### src/rtl/core/tac_pkg.sv
// types and constants of the threshold alarm qualifier
// used by every module of the block; no dependencies
package tac_pkg;

  typedef enum logic [2:0] {
    ST_OK       = 3'd0,
    ST_ERRCODE  = 3'd1,
    ST_NOTEXACT = 3'd2,
    ST_HIHI     = 3'd3,
    ST_HI       = 3'd4,
    ST_LOLO     = 3'd5,
    ST_LO       = 3'd6
  } alarm_kind_t;

  typedef enum logic [2:0] {
    CFG_ERROR_MASK      = 3'd0,
    CFG_EXACT_VALUE     = 3'd1,
    CFG_HIGH_HIGH_LIMIT = 3'd2,
    CFG_HIGH_LIMIT      = 3'd3,
    CFG_LOW_LOW_LIMIT   = 3'd4,
    CFG_LOW_LIMIT       = 3'd5,
    CFG_RING_LENGTH     = 3'd6,
    CFG_TOLERANCE       = 3'd7
  } cfg_index_t;

  localparam int CFG_DATA_W = 33;
  localparam int COUNT_W    = 16;
  localparam int RUN_W      = 30;

  localparam logic [COUNT_W-1:0] COUNT_MAX  = '1;
  localparam logic [RUN_W-1:0]   RUN_MAX    = '1;
  localparam logic [RUN_W-1:0]   RING_RESET = 30'd1000000000;

  localparam logic signed [32:0] EXACT_RESET = -33'sd4294967296;
  localparam logic signed [32:0] HIGH_RESET  = 33'sd2147483648;
  localparam logic signed [32:0] LOW_RESET   = -33'sd2147483649;

  typedef struct packed {
    logic signed [31:0] sample_value;
    logic [31:0]        event_flags;
  } in_item_t;

  typedef struct packed {
    logic [2:0]         alarm_status;
    logic [COUNT_W-1:0] violation_total;
  } out_item_t;

  typedef struct packed {
    logic [31:0]        error_mask;
    logic signed [32:0] exact_value;
    logic signed [32:0] high_high_limit;
    logic signed [32:0] high_limit;
    logic signed [32:0] low_low_limit;
    logic signed [32:0] low_limit;
    logic [RUN_W-1:0]   ring_length;
    logic [COUNT_W-1:0] tolerance;
  } cfg_t;

endpackage

### src/rtl/core/tac_classify.sv
// priority limit checks on one sample: gives the violation kind of the item
// depends on tac_pkg
module tac_classify (
  input  tac_pkg::in_item_t    item,
  input  tac_pkg::cfg_t        cfg,
  output tac_pkg::alarm_kind_t kind
);
  import tac_pkg::*;

  // a 33-bit limit fits the sample range when its top two bits agree
  function automatic logic fits(input logic signed [32:0] v);
    fits = (v[32] == v[31]);
  endfunction

  logic signed [32:0] sample;
  logic flag_hit, exact_hit, hihi_hit, hi_hit, lolo_hit, lo_hit;

  assign sample = {item.sample_value[31], item.sample_value};

  assign flag_hit  = |(item.event_flags & cfg.error_mask);
  assign exact_hit = fits(cfg.exact_value) && (sample != cfg.exact_value);
  assign hihi_hit  = fits(cfg.high_high_limit) && (sample >= cfg.high_high_limit);
  assign hi_hit    = fits(cfg.high_limit) && (sample >= cfg.high_limit);
  assign lolo_hit  = fits(cfg.low_low_limit) && (sample <= cfg.low_low_limit);
  assign lo_hit    = fits(cfg.low_limit) && (sample <= cfg.low_limit);

  always_comb begin
    if (flag_hit) begin
      kind = ST_ERRCODE;
    end else if (exact_hit) begin
      kind = ST_NOTEXACT;
    end else if (hihi_hit) begin
      kind = ST_HIHI;
    end else if (hi_hit) begin
      kind = ST_HI;
    end else if (lolo_hit) begin
      kind = ST_LOLO;
    end else if (lo_hit) begin
      kind = ST_LO;
    end else begin
      kind = ST_OK;
    end
  end

endmodule

### src/rtl/core/tac_counter.sv
// leaky violation counter and clean-run counter, plus the result of the item
// depends on tac_pkg
module tac_counter (
  input  logic                          clk,
  input  logic                          rst,
  input  logic                          step,
  input  tac_pkg::alarm_kind_t          kind,
  input  logic [tac_pkg::RUN_W-1:0]     ring_length,
  input  logic [tac_pkg::COUNT_W-1:0]   tolerance,
  output tac_pkg::out_item_t            result_next
);
  import tac_pkg::*;

  logic [COUNT_W-1:0] violation_count, violation_count_next;
  logic [RUN_W-1:0]   clean_run_count, clean_run_count_next;
  logic [RUN_W-1:0]   run_inc;
  logic [COUNT_W-1:0] count_inc;

  assign run_inc   = (clean_run_count == RUN_MAX) ? clean_run_count
                                                  : clean_run_count + 1'b1;
  assign count_inc = (violation_count == COUNT_MAX) ? violation_count
                                                    : violation_count + 1'b1;

  always_comb begin
    if (kind != ST_OK) begin
      violation_count_next = count_inc;
      clean_run_count_next = '0;
    end else begin
      clean_run_count_next = run_inc;
      // decay starts once the clean run is longer than the ring
      if ((violation_count != '0) && (run_inc > ring_length)) begin
        violation_count_next = violation_count - 1'b1;
      end else begin
        violation_count_next = violation_count;
      end
    end
  end

  always_comb begin
    result_next.violation_total = violation_count_next;
    result_next.alarm_status    = (violation_count_next > tolerance) ? kind : ST_OK;
  end

  always_ff @(posedge clk) begin
    if (rst) begin
      violation_count <= '0;
      clean_run_count <= RING_RESET;
    end else if (step) begin
      violation_count <= violation_count_next;
      clean_run_count <= clean_run_count_next;
    end
  end

endmodule

### src/rtl/core/threshold_alarm_qualifier.sv
// threshold alarm qualifier top level: config registers and the two-register pipeline
// depends on tac_pkg, tac_classify, tac_counter
//
// One sample item is taken per clock cycle while item_ready is high. An item sits in the
// input register while the limit checks and the counter update run, and its result moves
// into the result register once the output can advance. Throughput is one item per cycle
// while results are not stalled, set by the single counter update per item as it moves from
// the input register into the result register; a stalled result holds the pipeline, and the
// input side keeps taking items until both registers fill. Configuration writes take effect
// the next cycle; the user must make them while the block is idle, which it does not enforce.
module threshold_alarm_qualifier (
  input  logic                                clk,
  input  logic                                rst,
  input  logic                                item_valid,
  output logic                                item_ready,
  input  tac_pkg::in_item_t                   item,
  output logic                                result_valid,
  input  logic                                result_ready,
  output tac_pkg::out_item_t                  result,
  input  logic                                cfg_we,
  input  tac_pkg::cfg_index_t                 cfg_index,
  input  logic [tac_pkg::CFG_DATA_W-1:0]      cfg_data
);
  import tac_pkg::*;

  cfg_t        cfg;
  logic        s1_valid;
  in_item_t    s1_item;
  logic        advance;
  alarm_kind_t kind;
  out_item_t   result_next;

  // configuration registers; extra bits of wide data are dropped
  always_ff @(posedge clk) begin
    if (rst) begin
      cfg.error_mask      <= '0;
      cfg.exact_value     <= EXACT_RESET;
      cfg.high_high_limit <= HIGH_RESET;
      cfg.high_limit      <= HIGH_RESET;
      cfg.low_low_limit   <= LOW_RESET;
      cfg.low_limit       <= LOW_RESET;
      cfg.ring_length     <= RING_RESET;
      cfg.tolerance       <= '0;
    end else if (cfg_we) begin
      case (cfg_index)
        CFG_ERROR_MASK:      cfg.error_mask      <= cfg_data[31:0];
        CFG_EXACT_VALUE:     cfg.exact_value     <= cfg_data;
        CFG_HIGH_HIGH_LIMIT: cfg.high_high_limit <= cfg_data;
        CFG_HIGH_LIMIT:      cfg.high_limit      <= cfg_data;
        CFG_LOW_LOW_LIMIT:   cfg.low_low_limit   <= cfg_data;
        CFG_LOW_LIMIT:       cfg.low_limit       <= cfg_data;
        CFG_RING_LENGTH:     cfg.ring_length     <= cfg_data[RUN_W-1:0];
        CFG_TOLERANCE:       cfg.tolerance       <= cfg_data[COUNT_W-1:0];
        default: begin
        end
      endcase
    end
  end

  assign advance    = !result_valid || result_ready;
  assign item_ready = !s1_valid || advance;

  always_ff @(posedge clk) begin
    if (rst) begin
      s1_valid     <= 1'b0;
      result_valid <= 1'b0;
    end else begin
      if (item_ready) begin
        s1_valid <= item_valid;
      end
      if (advance) begin
        result_valid <= s1_valid;
      end
    end
  end

  always_ff @(posedge clk) begin
    if (item_valid && item_ready) begin
      s1_item <= item;
    end
    if (s1_valid && advance) begin
      result <= result_next;
    end
  end

  tac_classify u_classify (
    .item (s1_item),
    .cfg  (cfg),
    .kind (kind)
  );

  tac_counter u_counter (
    .clk         (clk),
    .rst         (rst),
    .step        (s1_valid && advance),
    .kind        (kind),
    .ring_length (cfg.ring_length),
    .tolerance   (cfg.tolerance),
    .result_next (result_next)
  );

endmodule

### config.mk
export PLATFORM = sky130hd
export DESIGN_NAME = threshold_alarm_qualifier
export DESIGN_NICKNAME = d
export VERILOG_FILES = /design/src/rtl/core/tac_pkg.sv /design/src/rtl/core/tac_classify.sv /design/src/rtl/core/tac_counter.sv /design/src/rtl/core/threshold_alarm_qualifier.sv
export SDC_FILE = /design/constraint.sdc
export NUM_CORES = 1
export LEC_CHECK = 0
export BUFFER_PORTS_ARGS = -buffer_cell sky130_fd_sc_hd__buf_2
export CAP_MARGIN = 40
export CELL_PAD_IN_SITES_DETAIL_PLACEMENT = 2
export CELL_PAD_IN_SITES_GLOBAL_PLACEMENT = 2
export CORE_AREA = 2 2 224 226
export CTS_CLUSTER_SIZE = 24
export DETAILED_ROUTE_END_ITERATION = 12
export DIE_AREA = 0 0 226 228
export HOLD_SLACK_MARGIN = 0.03
export PLACE_DENSITY_LB_ADDON = 0.08
export SYNTH_ARGS = -nofsm -noshare
export SYNTH_HDL_FRONTEND = slang
export SYNTH_HIERARCHICAL = 1
export SYNTH_SLANG_ARGS = --single-unit
export TNS_END_PERCENT = 20
### constraint.sdc
create_clock -name clk -period 12.8 [get_ports clk]
set_input_delay 3.84 -clock clk [delete_from_list [all_inputs] [get_ports clk]]
set_output_delay 3.84 -clock clk [all_outputs]
set_load 0.02 [all_outputs]
==> results.json, run 1 <==
{
  "area_delta_synth_final_pct": 13.17,
  "die_w_um": 226,
  "place_area_sq_mm": 0.02209,
  "grt_pass1_wl_um": 111600,
  "post_cts_resized": 0,
  "drtAntennaViolNets": 0,
  "clk_pin_slew_ns": 0.06,
  "firstDrtPassIters": 4,
  "antenna_found_initial": 0,
  "path_max_fanout": 3,
  "avgViaCountPerCell": 5.642,
  "power_switching_mw": 0.9736,
  "grt_util_all_layers": 0.2831,
  "crit_type": "in2out",
  "cts_sinks": 374,
  "setup_tns_ns": 0,
  "first_iter_violations": 783,
  "critPathRequiredTime_ns": 8.96,
  "fillers": 5196,
  "fin_crit_sh": 0.6367,
  "cp.arrival_ns": 4.31,
  "hp-class": "reg2reg",
  "vias": 16840,
  "synth_top_family_by_area": "simple AND/OR/NAND/NOR gates",
  "stdcell_area_sq_mm": 0.02360,
  "setup_viol": 0,
  "clk_latency_ns": 0.58,
  "floorplan.initialDensity": 0.4225,
  "seqPwrFrac": 0.411,
  "clock_skew_ns": 0.01642,
  "swShare": 0.3039,
  "clkPwrFrac": 0.409,
  "period_minus_slack_ns": 8.149,
  "first_global_vias": 18840,
  "postSynthCellCount": 2189,
  "timing.critical_path.from_type": "input pin",
  "std_cell_rows": 82,
  "synth-compound-area-share": 0.09872,
  "fmax_mhz": 122.7,
  "hold_viol_final": 0,
  "remaining_drc_errors": 0,
  "synthXorXnorAreaFrac": 0.02983,
  "dp_hpwl_um": 51620,
  "layout_commonest_cell": "dfxtp_1",
  "synth.distinct_cells": 86,
  "ir_worst_vdd_mv": 0.08927,
  "yosysWarnings": 6,
  "wl_um": 72570,
  "max_cap_viol_count": 0,
  "synthArstFlopShare": 0,
  "drive_above_1_share": 0.1112,
  "clk_path_buf_depth": 3,
  "internal-power_mw": 2.230,
  "ys_ff_latch": 374,
  "antenna_cells": 0,
  "p_leak_nw": 10.75,
  "outcome": "completed",
  "finalNetCount": 2562,
  "routabilityCongestion": 0.8337,
  "netlist_area_sq_mm": 0.02085,
  "cts_setup_buffers": 0,
  "rsz0062_at_grt": "false",
  "overflow": 0,
  "coreArea_sq_mm": 0.04935,
  "slew_viol_final": 0,
  "final_util": 0.4781,
  "r2r_slack_ns": 5.61,
  "ios": 126,
  "numCtsBuffers": 45,
  "synthMuxAreaShare": 0.1210,
  "worst_pin_slew_ns": 0.8261,
  "synthAdderAreaFrac": 0.1092,
  "io_buffers": 125,
  "ys_seq_area_frac": 0.3990,
  "synth_edf_count": 83,
  "yosys.area_share.simple": 0.1836,
  "grt_max_degree": 186,
  "cts_tree": "yes",
  "syn_nets": 2476,
  "postCtsHoldBufs": 0,
  "synth_ff_type": "dfxtp_1",
  "avgSynthCellArea_sq_um": 9.524,
  "dieArea_sq_mm": 0.05153,
  "die_h_um": 228,
  "root_buffer": "clkbuf_16",
  "cts_max_level": 2,
  "power_density_mw_per_mm2": 135.8,
  "post_drt_wl_per_cell_um": 24.32,
  "pwr-share-comb": 0.180,
  "layout_common_cells": "dfxtp_1, mux2i_1, nand2b_1, inv_1, nor2_1",
  "slew_headroom": 0.4459,
  "cp-end-kind": "output pin"
}
[synthesized netlist by cell type (all sizes together), types with 24 or more instances]
library cell,count,area [sq um]
a21o,33,247.7
o21ai,62,310.3
xor2,24,210.2
nor3,29,166.4
xnor2,47,411.6
dfxtp,291,5826
nor2,190,718.2
ha,182,2277
a21oi,89,449.2
nand4,65,421.7
mux2i,243,2432
inv,190,713.2
buf,42,259.0
nand3,40,205.2
nand2b,204,1276
nand2,71,266.5
clkbuf,65,244.0
edfxtp,83,2492
[power groups by stage]
stage,registers (mW),logic (mW),clock network (mW)
after CTS,1.31,0.576,1.34
after floorplan,1.32,0.365,0
after global routing,1.32,0.629,1.39
final,1.32,0.578,1.31
after detailed placement,1.34,0.567,0
after global placement,1.34,0.535,0
[layout make-up]
class                           instances  area, sq um  area share
Clock buffer                           70         1415     0.05997
Clock inverter                         14        91.34    0.003871
Inverter                              192        720.7     0.03054
Timing Repair Buffer                  146        840.8     0.03563
Multi-Input combinational cell       1516        11370      0.4818
Sequential cell                       374         8318      0.3525
Tap cell                              672        840.8     0.03563
[critical path: stages]
cell and delay [ns]:
buf_2 0.10, nand3b_1 0.18, buf_2 0.18
[sequential cells by signal (all words and copies together), names as in the netlist]
signal                     flops
cfg                          243
result                        19
result_valid                   1
s1_valid                       1
u_counter/clean_run_count     30
s1_item                       64
u_counter/violation_count     16
[cell families after synthesis]
| family | after synthesis |
|---|---|
| simple gates | 702 |
| buf+inv | 299 |
| xor+xnor | 71 |
| compound gates | 310 |
| mux | 251 |
| flops | 374 |
| fa+ha+maj | 182 |
[routing by layer]
layer  routed length (um)  global-route usage
met5                    0                   0
met4                 1627             0.07368
met3                 2021             0.02692
met2                35680              0.4971
met1                33240              0.3706
[path summary, 6_finish.rpt]
kind	from	end	cells after the start
max	result_ready	item_ready	3
min	s1_valid	result_valid	2
max reg2reg	u_counter/clean_run_count[12]	result[17]	22
min reg2reg	s1_valid	result_valid	2
[per-stage QoR]
stage,power [mW],std cells,setup slack (ns),hold slack (ns)
floorplan,1.686,2189,4.843,0.4341
global placement,1.872,2896,4.662,0.4517
detailed placement,1.906,2900,4.654,0.4646
CTS,3.232,2984,4.650,0.4783
global route,3.336,2984,4.625,0.4998
finish,3.203,2984,4.651,0.4740
No activity file was read; power rests on OpenSTA's default activity.
==> inputs of run 2 (changes only) <==
--- a/config.mk
+++ b/config.mk
@@ -5,14 +5,15 @@
 export SDC_FILE = /design/constraint.sdc
 export NUM_CORES = 1
 export LEC_CHECK = 0
+export ABC_AREA = 1
 export BUFFER_PORTS_ARGS = -buffer_cell sky130_fd_sc_hd__buf_2
 export CAP_MARGIN = 40
 export CELL_PAD_IN_SITES_DETAIL_PLACEMENT = 2
 export CELL_PAD_IN_SITES_GLOBAL_PLACEMENT = 2
-export CORE_AREA = 2 2 224 226
+export CORE_AREA = 2 2 262 264
 export CTS_CLUSTER_SIZE = 24
 export DETAILED_ROUTE_END_ITERATION = 12
-export DIE_AREA = 0 0 226 228
+export DIE_AREA = 0 0 264 266
 export HOLD_SLACK_MARGIN = 0.03
 export PLACE_DENSITY_LB_ADDON = 0.08
 export SYNTH_ARGS = -nofsm -noshare
==> constraint.sdc (replaced) <==
create_clock -name clk -period 7.39 [get_ports clk]
set_input_delay 2.217 -clock clk [delete_from_list [all_inputs] [get_ports clk]]
set_output_delay 2.217 -clock clk [all_outputs]
set_load 0.02 [all_outputs]
==> results.json, run 2 <==
{
  "slew_viol_final": 0,
  "firstDrtPassIters": 5,
  "power_density_mw_per_mm2": 225.4,
  "synth_ff_type": "dfxtp_1",
  "clk_latency_ns": 0.61,
  "synth_commonest_cells": "nand2_1, nor2_1, inv_1",
  "crit_slowest_cell": "nand2_1",
  "yosysWarnings": 6,
  "crit_type": "reg2reg",
  "drtAntennaViolNets": 0,
  "coreArea_sq_mm": 0.06775,
  "worst_pin_slew_ns": 0.8899,
  "drive_above_1_share": 0.1049,
  "p_leak_nw": 11.88,
  "rsz0062_at_grt": "false",
  "max_cap_viol_count": 0,
  "synthArstFlopShare": 0,
  "reg_top3": "cfg (243), s1_item (64), u_counter/clean_run_count (30)",
  "vias": 20050,
  "period_minus_slack_ns": 5.570,
  "outcome": "completed",
  "layout_common_cells": "nand2_1, nor2_1, inv_1, nand3_1, dfxtp_1",
  "floorplan.initialDensity": 0.3161,
  "first_iter_violations": 865,
  "post_cts_resized": 0,
  "area_delta_synth_final_pct": 14.48,
  "synth_most_common_cell": "nand2_1",
  "final_util": 0.3619,
  "power_mw": 5.525,
  "layout_setup_ws_ns": 1.820,
  "cp-end-kind": "flip-flop",
  "post_drt_wl_per_cell_um": 20.70,
  "synth.distinct_cells": 54,
  "hold_viol_final": 0,
  "regMostFlops": "cfg",
  "fin_crit_sh": 0.7538,
  "r2r_slack_ns": 1.82,
  "remaining_drc_errors": 0,
  "cp_slowest_stage_delay_ns": 0.60,
  "die_w_um": 264,
  "antenna_found_initial": 4,
  "antenna_cells": 0,
  "setup_viol": 0,
  "dp_hpwl_um": 62220,
  "finalNetCount": 3392,
  "clk_path_buf_depth": 3,
  "cts_max_level": 2,
  "numCtsBuffers": 48,
  "clock_skew_ns": 0.03615,
  "routabilityCongestion": 0.8334,
  "ys_seq_area_frac": 0.3885,
  "setup_tns_ns": 0,
  "overflow": 0,
  "ys_ff_latch": 374,
  "postCtsHoldBufs": 0,
  "slew_headroom": 0.4067,
  "cp.arrival_ns": 5.90,
  "die_h_um": 266,
  "cts_setup_buffers": 0,
  "place_area_sq_mm": 0.02297,
  "synth_edf_count": 83,
  "critPathRequiredTime_ns": 7.72,
  "dieArea_sq_mm": 0.07022,
  "syn_nets": 3301,
  "fin_cells": 4027,
  "ios": 126,
  "placed_cells": 3937,
  "largest_reg_flops": 243,
  "ir_worst_vdd_mv": 0.1621,
  "fmax_mhz": 179.5,
  "wl_um": 83380,
  "yosysTopAreaCell": "dfxtp_1",
  "grt_max_degree": 108,
  "cts_tree": "yes",
  "clk_pin_slew_ns": 0.06,
  "grt_util_all_layers": 0.2388,
  "cp_common_cell": "nand2_1",
  "timing.critical_path.from_type": "flip-flop",
  "avgViaCountPerCell": 4.979,
  "synth_area_leaders": "dfxtp_1, nand2_1, edfxtp_1, ha_1, nor2_1",
  "avgSynthCellArea_sq_um": 7.105,
  "cts_sinks": 374,
  "io_buffers": 125,
  "hold_ws_ns": 0.4570,
  "stdcell_area_sq_mm": 0.02451,
  "layout_commonest_cell": "nand2_1",
  "postSynthCellCount": 3014,
  "place_ws_ns": 1.849,
  "grt_pass1_wl_um": 129000,
  "netlist_area_sq_mm": 0.02141,
  "std_cell_rows": 96,
  "root_buffer": "clkbuf_16",
  "yosys.area.top_type_share": 0.2721,
  "hp-class": "reg2reg",
  "first_global_vias": 21850,
  "path_max_fanout": 21
}
-- run 2: power by group --
part | switching (mW) | internal, mW
sequential | 0.0865 | 2.20
combinational | 0.609 | 0.280
clock | 0.968 | 1.39
-- run 2: kinds of logic after synthesis --
| logic type | Yosys count | share of synthesized area |
|---|---|---|
| AND/OR/NAND/NOR | 1737 | 0.3456 |
| buffers and inverters | 497 | 0.09203 |
| flip-flops | 374 | 0.3885 |
| adder cells (fa/ha/maj) | 182 | 0.1063 |
| AO/OA/AOI/OAI | 172 | 0.04628 |
| XOR/XNOR | 51 | 0.02086 |
| multiplexers | 1 | 0.0004675 |
-- run 2: routing by layer --
layer | GRT usage | vias to the layer above | part of all wire | routed length (um)
met5 | 0 | - | 0.00032 | 27
met4 | 0.06388 | 4 | 0.025 | 2096
met3 | 0.02736 | 113 | 0.031 | 2592
met2 | 0.4165 | 273 | 0.48 | 40160
met1 | 0.3120 | 9929 | 0.46 | 38500
li1 | - | 9732 | - | -
-- run 2: layout make-up --
class                      instances  area [sq um]
multi-input combinational       2143         11170
inverter                         386          1456
clock buffer                      71          1370
tap                              882          1104
fill                            8071         43230
sequential                       374          8318
timing repair buffer             152         920.9
clock inverter                    19         176.4
-- run 2: worst paths after layout --
kind	to	start	cells past startpoint
setup / recovery	result[16]	u_counter/clean_run_count[0]	28
hold / removal	cfg[62]	cfg[62]	2
setup reg to reg	result[16]	u_counter/clean_run_count[0]	28
hold reg to reg	cfg[62]	cfg[62]	2
-- run 2: critical path, delay by kind of cell, from the launching register on --
family	cells	cell delay, ns
AND/OR/NAND/NOR	19	3.00
AO/OA/AOI/OAI	5	0.90
adder cells (fa/ha/maj)	3	0.81
flip-flops	1	0.50
buffers and inverters	1	0.09
==> inputs of run 3 (changes only) <==
--- a/config.mk
+++ b/config.mk
@@ -10,10 +10,10 @@
 export CAP_MARGIN = 40
 export CELL_PAD_IN_SITES_DETAIL_PLACEMENT = 2
 export CELL_PAD_IN_SITES_GLOBAL_PLACEMENT = 2
-export CORE_AREA = 2 2 262 264
+export CORE_AREA = 2 2 247 249
 export CTS_CLUSTER_SIZE = 24
 export DETAILED_ROUTE_END_ITERATION = 12
-export DIE_AREA = 0 0 264 266
+export DIE_AREA = 0 0 249 251
 export HOLD_SLACK_MARGIN = 0.03
 export PLACE_DENSITY_LB_ADDON = 0.08
 export SYNTH_ARGS = -nofsm -noshare
==> constraint.sdc (replaced) <==
create_clock -name clk -period 5.4 [get_ports clk]
set_input_delay 1.62 -clock clk [delete_from_list [all_inputs] [get_ports clk]]
set_output_delay 1.62 -clock clk [all_outputs]
set_load 0.02 [all_outputs]
==> results.json, run 3 (same netlist as run 2, synthesis figures left out) <==
{
  "crit_type": "reg2reg",
  "hold_viol_final": 0,
  "cts_sinks": 374,
  "numCtsBuffers": 48,
  "grtUsageMet2": 0.4650,
  "dieArea_sq_mm": 0.06250,
  "rsz0062_at_grt": "false",
  "clock_skew_ns": 0.01621,
  "p_leak_nw": 11.89,
  "max_cap_viol_count": 0,
  "ir_worst_vdd_mv": 0.2221,
  "crit_slowest_cell": "edfxtp_1",
  "routabilityCongestion": 0.8832,
  "setup_viol": 0,
  "path_max_fanout": 11,
  "fmax_mhz": 195.3,
  "reg_top3": "cfg (243), s1_item (64), u_counter/clean_run_count (30)",
  "std_cell_rows": 90,
  "power_mw": 7.565,
  "crit_family": "simple AND/OR/NAND/NOR gates",
  "vias": 20290,
  "cp_slowest_stage_delay_ns": 0.60,
  "die_h_um": 251,
  "grt_max_degree": 101,
  "setup_tns_ns": 0,
  "final_util": 0.4087,
  "cts_max_level": 2,
  "avgViaCountPerCell": 5.161,
  "first_global_vias": 22370,
  "fin_crit_sh": 0.9482,
  "drive_above_1_share": 0.1067,
  "clk_pin_slew_ns": 0.06,
  "worst_pin_slew_ns": 0.8147,
  "finalNetCount": 3398,
  "largest_reg_flops": 243,
  "layout_setup_ws_ns": 0.2798,
  "clk_latency_ns": 0.60,
  "overflow": 0,
  "slew_viol_final": 0,
  "timing.critical_path.from_type": "flip-flop",
  "layout_common_cells": "nand2_1, nor2_1, inv_1, nand3_1, dfxtp_1",
  "ios": 126,
  "remaining_drc_errors": 0,
  "cp-end-kind": "flip-flop",
  "post_drt_wl_per_cell_um": 20.69,
  "clk_path_buf_depth": 3,
  "crit_buf_inv": 2,
  "root_buffer": "clkbuf_16",
  "regMostFlops": "cfg",
  "path_depth": 27,
  "cts_tree": "yes",
  "coreArea_sq_mm": 0.05979,
  "grt_busiest_layer": "met2",
  "power_density_mw_per_mm2": 309.6,
  "place_ws_ns": 0.07447,
  "area_delta_synth_final_pct": 14.12,
  "hp-class": "reg2reg",
  "ff2ff_path_depth": 27,
  "grt_util_all_layers": 0.2608,
  "cp_common_cell": "nand2_1",
  "die_w_um": 249,
  "grt.met1_usage": 0.3297,
  "layout_commonest_cell": "nand2_1",
  "critPathRequiredTime_ns": 5.74,
  "drtAntennaViolNets": 0,
  "holdPathStages": 2,
  "hold_ws_ns": 0.4570,
  "io_buffers": 125,
  "firstDrtPassIters": 5,
  "postCtsHoldBufs": 0,
  "antenna_cells": 0,
  "outcome": "completed",
  "antenna_found_initial": 3,
  "floorplan.initialDensity": 0.3581,
  "met3_usage": 0.02640,
  "slew_headroom": 0.4556,
  "cp.arrival_ns": 5.46,
  "first_iter_violations": 838,
  "dp_hpwl_um": 60770,
  "wl_um": 81320,
  "period_minus_slack_ns": 5.120,
  "grt_pass1_wl_um": 127900
}
[run 3: cell count changes in the layout (fill, tap and decap cells not counted), sizes merged]
| cell | before | now |
|---|---|---|
| nand3 | 310 | 311 |
| buf | 152 | 157 |
| bufinv | 3 | 4 |
| inv | 384 | 383 |
| clkbuf | 71 | 67 |
| clkinvlp | 0 | 2 |
[run 3: cell type report]
class                      count  area, sq um
multi-input combinational   2144        11210
sequential                   374         8320
clock buffer                  67         1314
tap                          782        978.4
fill                        7056        35360
inverter                     386         1456
timing repair buffer         157        939.7
clock inverter                21        219.0
[run 3: worst reg2reg max path, cell delays in order (launching register included)]
cell and delay [ns]:
edfxtp_1 0.60, ha_1 0.48, nand2_1 0.11, nor2_2 0.15
nand2_1 0.16, a21oi_1 0.33, nor2_1 0.13, nand2_1 0.08
nand2_1 0.06, a21oi_2 0.21, nand3_1 0.11, a21oi_1 0.21
nor3_2 0.12, inv_2 0.14, nand2_2 0.12, nor2_1 0.22
clkinv_1 0.13, nand3_1 0.12, nand2_1 0.11, ha_1 0.31
nand2_1 0.10, nor2_1 0.05, a211oi_1 0.19, nor2_1 0.06
o21ai_0 0.20, o2111ai_1 0.16, nand2_1 0.16, nor2_1 0.07
[run 3: path summary, 6_finish.rpt]
path / from / end / slack, ns
setup / recovery: s1_item[63] / result[17] / 0.28
hold / removal: cfg[41] / cfg[41] / 0.46
setup reg to reg: s1_item[63] / result[17] / 0.28
hold reg to reg: cfg[41] / cfg[41] / 0.46
[run 3: what timing repair did]
action | 4_1_cts | 5_1_grt
setup buffers | 0 | 0
gates resized for setup | 1 | 10
gates cloned | 0 | 1
pin swaps | 0 | 1
setup endpoints to repair | 3 | 3
[run 3: per-stage QoR]
step | instances | area (sq um)
after floorplan | 3014 | 21410
after global placement | 3841 | 22820
after detailed placement | 3842 | 22850
after CTS | 3930 | 24390
after global routing | 3931 | 24440
final | 3931 | 24440
[run 3: metal layers]
layer	up-vias	share of wire
met1	10110	0.45
met5	-	0.00026
met3	124	0.031
met4	4	0.030
li1	9737	-
met2	311	0.49
[run 3: where the power goes]
part	internal, mW	switching [mW]	leakage [nW]
logic	0.391	0.843	7.97
registers	3.00	0.114	3.18
clock network	1.89	1.33	0.738
total	5.28	2.28	11.9
